[src/hdl/bba_pkg.sv]
package bba_pkg;

    // Request and response codes
    localparam logic OP_ALLOC = 1'b0;
    localparam logic OP_FREE  = 1'b1;

    localparam logic [1:0] ST_OK   = 2'd0;
    localparam logic [1:0] ST_FULL = 2'd1;
    localparam logic [1:0] ST_BAD  = 2'd2;

    // Configuration register indexes
    localparam logic [1:0] CFG_REGION_BASE = 2'd0;
    localparam logic [1:0] CFG_SPB_LOG2    = 2'd1;
    localparam logic [1:0] CFG_TOTAL       = 2'd2;

    localparam int CFG_IDX_W  = 2;
    localparam int CFG_DATA_W = 32;
    localparam int SECTOR_W   = 32;
    localparam int SHIFT_W    = 3;
    localparam int TOTAL_W    = 11;

    // Reset values of the configuration registers
    localparam logic [SECTOR_W-1:0] RST_REGION_BASE = 32'd0;
    localparam logic [SHIFT_W-1:0]  RST_SPB_LOG2    = 3'd1;
    localparam logic [TOTAL_W-1:0]  RST_TOTAL       = 11'd1024;

    typedef struct packed {
        logic                opcode;
        logic [SECTOR_W-1:0] block_sector;
    } t_req;

    typedef struct packed {
        logic [1:0]          status;
        logic [SECTOR_W-1:0] result_sector;
        logic [TOTAL_W-1:0]  free_blocks;
    } t_rsp;

    typedef enum logic [1:0] {
        S_IDLE,
        S_PREP,
        S_SCAN,
        S_DONE
    } t_state;

endpackage

[src/hdl/bba_cell.sv]
// One word of the used-block map. On a shift the cell takes its neighbor's word.
module bba_cell #(
    parameter int SCAN_WORD = 32
) (
    input  logic                 i_clk,
    input  logic                 i_rst_n,
    input  logic                 i_shift,
    input  logic [SCAN_WORD-1:0] i_word,
    output logic [SCAN_WORD-1:0] o_word
);

    logic [SCAN_WORD-1:0] r_word;

    always_ff @(posedge i_clk) begin
        if (!i_rst_n) begin
            r_word <= '0;
        end else if (i_shift) begin
            r_word <= i_word;
        end
    end

    assign o_word = r_word;

endmodule

[src/hdl/block_bitmap_allocator.sv]
// Channel | Direction | Handshake                 | Payload
// in      | input     | i_in_valid / o_in_stall   | i_in_data  (bba_pkg::t_req)
// out     | output    | o_out_valid / i_out_stall | o_out_data (bba_pkg::t_rsp)
// cfg     | input     | i_cfg_we                  | i_cfg_idx, i_cfg_data
//
// Each request passes through a setup state, a scan state in which the ring of
// cells rotates each map word in turn under the head logic, a result state, and
// then idle again to take the next. The response register lets the next request
// start while a response is stalled; only the result state waits for it.
// Synchronous reset clears the whole map.
module block_bitmap_allocator #(
    parameter int MAX_BLOCKS = 1024,
    parameter int SCAN_WORD  = 32
) (
    input  logic                              i_clk,
    input  logic                              i_rst_n,
    input  logic                              i_in_valid,
    output logic                              o_in_stall,
    input  bba_pkg::t_req                     i_in_data,
    output logic                              o_out_valid,
    input  logic                              i_out_stall,
    output bba_pkg::t_rsp                     o_out_data,
    input  logic                              i_cfg_we,
    input  logic [bba_pkg::CFG_IDX_W-1:0]     i_cfg_idx,
    input  logic [bba_pkg::CFG_DATA_W-1:0]    i_cfg_data
);

    localparam int NWORDS = MAX_BLOCKS / SCAN_WORD;
    localparam int CNT_W  = $clog2(MAX_BLOCKS + 1);
    localparam int IDX_W  = $clog2(MAX_BLOCKS);
    localparam int OFF_W  = $clog2(SCAN_WORD);
    localparam logic [CNT_W-1:0] LAST_BASE = CNT_W'(MAX_BLOCKS - SCAN_WORD);
    localparam logic [CNT_W-1:0] WORD_CNT  = CNT_W'(SCAN_WORD);

    // Configuration registers
    logic [bba_pkg::SECTOR_W-1:0] r_base;
    logic [bba_pkg::SHIFT_W-1:0]  r_shift;
    logic [bba_pkg::TOTAL_W-1:0]  r_total;

    always_ff @(posedge i_clk) begin
        if (!i_rst_n) begin
            r_base  <= bba_pkg::RST_REGION_BASE;
            r_shift <= bba_pkg::RST_SPB_LOG2;
            r_total <= bba_pkg::RST_TOTAL;
        end else if (i_cfg_we) begin
            case (i_cfg_idx)
                bba_pkg::CFG_REGION_BASE: r_base  <= i_cfg_data;
                bba_pkg::CFG_SPB_LOG2:    r_shift <= i_cfg_data[bba_pkg::SHIFT_W-1:0];
                bba_pkg::CFG_TOTAL:       r_total <= i_cfg_data[bba_pkg::TOTAL_W-1:0];
                default: ;
            endcase
        end
    end

    bba_pkg::t_state r_state, n_state;

    logic                          r_op;
    logic [bba_pkg::SECTOR_W-1:0]  r_sector;
    logic [CNT_W-1:0]              r_eff;
    logic [CNT_W-1:0]              r_remain;
    logic [CNT_W-1:0]              r_word_base;
    logic [IDX_W-1:0]              r_idx;
    logic                          r_bad;
    logic                          r_found;
    logic                          r_freed;
    logic [CNT_W-1:0]              r_used;
    logic                          r_out_valid;
    bba_pkg::t_rsp                 r_out;

    logic in_xfer, out_free, scan_last, shift_en;

    assign in_xfer   = i_in_valid && !o_in_stall;
    assign out_free  = !r_out_valid || !i_out_stall;
    assign scan_last = (r_word_base == LAST_BASE);

    // Ring of map cells: cell 0 is the head, the head word returns at the tail
    logic [SCAN_WORD-1:0] w_word [NWORDS];
    logic [SCAN_WORD-1:0] head_mod;

    genvar gi;
    generate
        for (gi = 0; gi < NWORDS; gi++) begin : g_cell
            logic [SCAN_WORD-1:0] cell_in;
            if (gi == NWORDS - 1) begin : g_tail
                assign cell_in = head_mod;
            end else begin : g_mid
                assign cell_in = w_word[gi+1];
            end
            bba_cell #(.SCAN_WORD(SCAN_WORD)) u_cell (
                .i_clk  (i_clk),
                .i_rst_n(i_rst_n),
                .i_shift(shift_en),
                .i_word (cell_in),
                .o_word (w_word[gi])
            );
        end
    endgenerate

    // Head logic: first free bit on allocate, target bit on free
    logic [SCAN_WORD-1:0] cand, iso, sel;
    logic [OFF_W-1:0]     pos;
    logic                 any;
    logic [CNT_W-1:0]     local_off;
    logic                 hit, sel_set;

    always_comb begin
        for (int j = 0; j < SCAN_WORD; j++) begin
            cand[j] = !w_word[0][j] && (CNT_W'(j) < r_remain) && !r_found;
        end
        iso = cand & (~cand + 1'b1);
        any = |cand;
        pos = '0;
        for (int j = 0; j < SCAN_WORD; j++) begin
            if (iso[j]) begin
                pos = pos | OFF_W'(j);
            end
        end

        local_off = CNT_W'(r_idx) - r_word_base;
        hit = !r_bad && (CNT_W'(r_idx) >= r_word_base) && (local_off < WORD_CNT);
        for (int j = 0; j < SCAN_WORD; j++) begin
            sel[j] = hit && (local_off == CNT_W'(j));
        end
        sel_set = |(sel & w_word[0]);

        if (r_op == bba_pkg::OP_ALLOC) begin
            head_mod = w_word[0] | iso;
        end else begin
            head_mod = w_word[0] & ~sel;
        end
    end

    // Setup-cycle values
    logic [CNT_W-1:0]             eff_c;
    logic [bba_pkg::SECTOR_W-1:0] off_c, idxw_c;

    always_comb begin
        eff_c  = (32'(r_total) > 32'(MAX_BLOCKS)) ? CNT_W'(MAX_BLOCKS) : CNT_W'(r_total);
        off_c  = r_sector - r_base;
        idxw_c = off_c >> r_shift;
    end

    // Result-cycle values
    logic [CNT_W-1:0]             used_c;
    logic [1:0]                   status_c;
    logic [bba_pkg::SECTOR_W-1:0] result_c;
    logic [CNT_W-1:0]             free_c;

    always_comb begin
        used_c   = r_used;
        status_c = bba_pkg::ST_OK;
        result_c = '0;
        if (r_op == bba_pkg::OP_ALLOC) begin
            if (r_found) begin
                used_c   = r_used + 1'b1;
                result_c = r_base + (32'(r_idx) << r_shift);
            end else begin
                status_c = bba_pkg::ST_FULL;
            end
        end else begin
            if (r_freed) begin
                if (r_used != '0) begin
                    used_c = r_used - 1'b1;
                end
            end else begin
                status_c = bba_pkg::ST_BAD;
            end
        end
        free_c = (r_eff > used_c) ? (r_eff - used_c) : '0;
    end

    // Next state
    always_comb begin
        n_state = r_state;
        case (r_state)
            bba_pkg::S_IDLE: if (in_xfer) n_state = bba_pkg::S_PREP;
            bba_pkg::S_PREP: n_state = bba_pkg::S_SCAN;
            bba_pkg::S_SCAN: if (scan_last) n_state = bba_pkg::S_DONE;
            bba_pkg::S_DONE: if (out_free) n_state = bba_pkg::S_IDLE;
            default:         n_state = bba_pkg::S_IDLE;
        endcase
    end

    // State outputs
    always_comb begin
        o_in_stall = 1'b1;
        shift_en   = 1'b0;
        case (r_state)
            bba_pkg::S_IDLE: o_in_stall = 1'b0;
            bba_pkg::S_SCAN: shift_en   = 1'b1;
            default: ;
        endcase
    end

    // Control registers
    always_ff @(posedge i_clk) begin
        if (!i_rst_n) begin
            r_state     <= bba_pkg::S_IDLE;
            r_used      <= '0;
            r_out_valid <= 1'b0;
            r_found     <= 1'b0;
            r_freed     <= 1'b0;
        end else begin
            r_state <= n_state;
            if (r_out_valid && !i_out_stall) begin
                r_out_valid <= 1'b0;
            end
            case (r_state)
                bba_pkg::S_PREP: begin
                    r_found <= 1'b0;
                    r_freed <= 1'b0;
                end
                bba_pkg::S_SCAN: begin
                    if (r_op == bba_pkg::OP_ALLOC && any) begin
                        r_found <= 1'b1;
                    end
                    if (r_op == bba_pkg::OP_FREE && sel_set) begin
                        r_freed <= 1'b1;
                    end
                end
                bba_pkg::S_DONE: begin
                    if (out_free) begin
                        r_used      <= used_c;
                        r_out_valid <= 1'b1;
                    end
                end
                default: ;
            endcase
        end
    end

    // Request datapath registers
    always_ff @(posedge i_clk) begin
        if (in_xfer) begin
            r_op     <= i_in_data.opcode;
            r_sector <= i_in_data.block_sector;
        end
        case (r_state)
            bba_pkg::S_PREP: begin
                r_eff       <= eff_c;
                r_remain    <= eff_c;
                r_word_base <= '0;
                r_bad       <= (r_sector < r_base) || (idxw_c >= 32'(eff_c));
                r_idx       <= idxw_c[IDX_W-1:0];
            end
            bba_pkg::S_SCAN: begin
                r_word_base <= r_word_base + WORD_CNT;
                r_remain    <= (r_remain > WORD_CNT) ? (r_remain - WORD_CNT) : '0;
                if (r_op == bba_pkg::OP_ALLOC && any) begin
                    r_idx <= IDX_W'(r_word_base + CNT_W'(pos));
                end
            end
            bba_pkg::S_DONE: begin
                if (out_free) begin
                    r_out.status        <= status_c;
                    r_out.result_sector <= result_c;
                    r_out.free_blocks   <= bba_pkg::TOTAL_W'(free_c);
                end
            end
            default: ;
        endcase
    end

    assign o_out_valid = r_out_valid;
    assign o_out_data  = r_out;

endmodule

[config.mk]
export PLATFORM = sky130hd
export DESIGN_NAME = block_bitmap_allocator
export DESIGN_NICKNAME = d
export VERILOG_FILES = /design/src/hdl/bba_pkg.sv /design/src/hdl/bba_cell.sv /design/src/hdl/block_bitmap_allocator.sv
export SDC_FILE = /design/constraint.sdc
export NUM_CORES = 2
export LEC_CHECK = 0
export ABC_AREA = 1
export BUFFER_PORTS_ARGS = -buffer_cell sky130_fd_sc_hd__clkbuf_2
export CAP_MARGIN = 20
export CORE_MARGIN = 1
export CORE_UTILIZATION = 55
export CTS_CLUSTER_DIAMETER = 30
export DETAILED_ROUTE_END_ITERATION = 10
export GPL_TIMING_DRIVEN = 0
export PLACE_DENSITY = 0.82
export SETUP_SLACK_MARGIN = 0.05
export SKIP_CTS_REPAIR_TIMING = 1
export SLEW_MARGIN = 20
export SYNTH_ARGS = -nofsm -noshare
export SYNTH_HDL_FRONTEND = slang
export SYNTH_SLANG_ARGS = --single-unit
[constraint.sdc]
create_clock -name i_clk -period 5.2 [get_ports i_clk]
set_input_delay 1.3 -clock i_clk [delete_from_list [all_inputs] [get_ports i_clk]]
set_output_delay 1.3 -clock i_clk [all_outputs]
set_load 0.01 [all_outputs]
==> reports/summary.json <==
{
  "setup_path": {
    "slowest_delay_ns": 0.50,
    "ws_path_type": "flip-flop to flip-flop",
    "regToRegEndpoint": "r_bad$_DFFE_PP_",
    "kind_of_start_point_of_the_critical_path": "flip-flop",
    "worstReg2RegStart": "r_base[0]$_SDFFE_PN0P_",
    "critical_path.most_common_cell": "nand2_1",
    "critPathRequiredTime_ns": 5.69,
    "worstPathArrival_ns": 5.32,
    "r2r_cells": 29,
    "critical_path.endpoint_type": "flip-flop",
    "crit_path_top_delay_cell": "o21ai_0",
    "crit_path_max_fanout": 4,
    "reg2reg_setup_slack_ns": 0.37
  },
  "floorplan": {
    "design.portCount": 119,
    "coreArea_um2": 82400,
    "horizontal_die_dimension_um": 291,
    "num_rows": 105,
    "die_area_um2": 84700,
    "floorplan.initialDensity_pct": 55.8,
    "die_height_um": 291
  },
  "yosys": {
    "synth_common_cells": "inv_1, dfxtp_1, o22ai_1, nand2_1, clkbuf_1",
    "post_synth_instance_area_um2": 45900,
    "synth_top_area_share_pct": 47.3,
    "postSynth.asyncResetShare_pct": 0,
    "ys_dominant_reg_cell": "dfxtp_1",
    "post-synth-top-count-cell": "inv_1",
    "synth_seq_area_share_pct": 55.0,
    "ys_top_cells_by_area": "dfxtp_1, o22ai_1, inv_1",
    "syn-mean-instance-area_um2": 8.53,
    "yosys_warnings": 0,
    "netlist-cell-type-count": 53,
    "synth.net_count": 5545,
    "synth_top_cell_by_area": "dfxtp_1",
    "postSynthRegisterBits": 1203,
    "synth_edf_count": 117,
    "postSynthCellCount": 5382
  },
  "global_route": {
    "global_route_met2_utilization_pct": 51.3,
    "overflow": 0,
    "grt_antenna_before_repair": 1,
    "first_global_vias": 39100,
    "grt_first_pass_wirelength_um": 205000,
    "globalRouteTotalUtil_pct": 30.1,
    "gr-usage-met3_pct": 5.43,
    "use_met1_pct": 37.0,
    "top_usage_layer": "met2",
    "pin_count_of_the_biggest_net_entering_global_routing": 34
  },
  "placed_design": {
    "hpwlAfterDp_um": 91900,
    "detailedPlace.worstSlack_ns": 0.480,
    "gpl.final_weighted_congestion": 0.984,
    "io_buffers": 118
  },
  "drt": {
    "route.vias.total": 39600,
    "drt_drc_violations_left": 0,
    "ant_nets": 0,
    "routed_wirelength_um": 131000,
    "dr.pass1.iters": 8,
    "wire_per_inst_um": 19.0,
    "detail_route.iter0.violations": 3472,
    "number_of_vias_per_cell": 5.73
  },
  "timing": {
    "fin_worst_hold_slack_ns": 0.467,
    "finalMaxSlewViolations": 0,
    "grt_setup_unrepaired": "no",
    "post_route_clock_skew_ns": 0.0778,
    "post-route-period-util_pct": 92.9,
    "timing_worst_slew_pin_value_ns": 1.02,
    "report.final.setup_viol": 0,
    "timing.final.crit_period_ns": 4.83,
    "finalHoldViolations": 0,
    "max_slew_margin_pct": 32.1,
    "max_freq_mhz": 207,
    "final.setup.worst_slack_ns": 0.371,
    "finalSetupTns_ns": 0
  },
  "hold_path": {
    "holdCritStartpoint": "g_cell[3].u_cell.o_word[26]$_SDFFE_PN0P_",
    "min_delay_path_depth": 2,
    "holdPathEnd": "g_cell[2].u_cell.o_word[26]$_SDFFE_PN0P_",
    "worstHoldPathType": "flip-flop to flip-flop"
  },
  "clock_network": {
    "cts_root_buffer": "clkbuf_16",
    "cts_max_path_buffers": 3,
    "tritoncts_num_sinks": 1203,
    "tritoncts": "built",
    "clk_pin_slew_ns": 0.05,
    "worstSkewPairLatency_ns": 0.79,
    "number_of_h_tree_levels": 4,
    "cts-buffers-inserted": 184
  },
  "pwr": {
    "vdd.ir_drop.worst_mv": 0.351,
    "fin_total_pwr_mw": 27.1,
    "power_density_nw_per_um2": 498,
    "cellLeakagePower_nw": 19.7
  },
  "final_layout": {
    "final_nets": 5851,
    "layout-drive-gt1-share_pct": 8.48,
    "synthToLayoutAreaGrowth_pct": 18.4,
    "layout.filler_cells": 6057,
    "antenna-diode-count": 0
  },
  "job": {
    "timing.max_cap.violations": 0
  },
  "status": {
    "outcome": "completed"
  }
}
-- area by class of cell --
class                      instances  area [um^2]  area share (%)
sequential                      1203        25300            46.4
multi-input combinational       2586        14700            27.0
clock buffer                     233         5070            9.33
inverter                        1310         4920            9.04
clock inverter                   113         1400            2.57
tap                             1070         1340            2.46
buffer                           283         1070            1.97
timing repair buffer             120          618            1.14
-- routing by layer --
layer / up-vias / wire length, um
li1: 18700 / -
met1: 19000 / 53600
met2: 1583 / 63700
met3: 354 / 8800
met4: 2 / 5190
met5: - / 8
-- registers in the layout (all words and copies together), names as in the netlist, 2 cells and up --
signal and cells:
r_remain 11, r_used 11, r_state 2, r_sector 32, r_eff 11, o_out_data 45, r_total 11, r_base 32
r_idx 10, r_shift 3, r_word_base 6, g_cell.u_cell.o_word 1024
-- report_power, final --
group          leakage (nW)  internal (mW)  switching [mW]  total [mW]
Combinational          6.69           1.20            3.44        4.65
Sequential             9.85           9.75           0.199        9.95
Clock                  3.12           7.79            4.71        12.5
Total                  19.7           18.7            8.35        27.1
-- logic make-up (layout without fill, tap and decap cells) --
kind of cell	after synthesis	after routing	synth area share [%]
xor gates and xnor gates	30	30	0.572
AOI/OAI and AO/OA	1467	1467	19.2
buffers and inverters	1593	2059	13.0
DFF	1203	1203	55.0
and+or+nand+nor	994	994	9.63
adders and majority gates	91	91	2.53
muxes	4	4	0.0872
-- worst max-delay path, delay by kind of cell (launching register included) --
kind,cells,cell delay [ns]
simple gates,20,1.89
fa+ha+maj,3,0.99
compound gates,3,0.83
flops,1,0.43
xor+xnor,1,0.29
buf+inv,2,0.12
-- stage by stage --
| stage | instances | util (%) | instance area (um^2) |
|---|---|---|---|
| CTS | 6918 | 66.0 | 54400 |
| finish | 6918 | 66.0 | 54400 |
| global placement | 6570 | 58.1 | 47900 |
| global route | 6918 | 66.0 | 54400 |
| detailed placement | 6572 | 58.2 | 47900 |
| floorplan | 5382 | - | 45900 |
-- how the worst max path moves through the flow --
stage	start	end	slack [ns]	cells after the start
4_1_cts	r_base[0]$_SDFFE_PN0P_	r_bad$_DFFE_PP_	0.45	26
2_1_floorplan	i_out_stall	r_used[10]$_SDFFE_PN0P_	0.83	5
3_5_place_dp	r_base[0]$_SDFFE_PN0P_	r_bad$_DFFE_PP_	0.48	26
6_report	r_base[0]$_SDFFE_PN0P_	r_bad$_DFFE_PP_	0.37	29
5_1_grt	r_base[0]$_SDFFE_PN0P_	r_bad$_DFFE_PP_	0.08	29
3_3_place_gp	i_out_stall	r_used[1]$_SDFFE_PN0P_	-0.62	6
-- cells in the final DEF (no fill, tap or decap), types with 59 or more instances in the layout --
cell / n
inv_1: 1300
dfxtp_1: 1086
o22ai_1: 1008
nand2_1: 454
clkbuf_1: 287
o21ai_0: 212
clkbuf_16: 187
nor2_1: 184
nand3_1: 179
a21oi_1: 162
clkbuf_2: 118
edfxtp_1: 117
ha_1: 88
nand4_1: 59
Power figures use the tool's default switching activity.
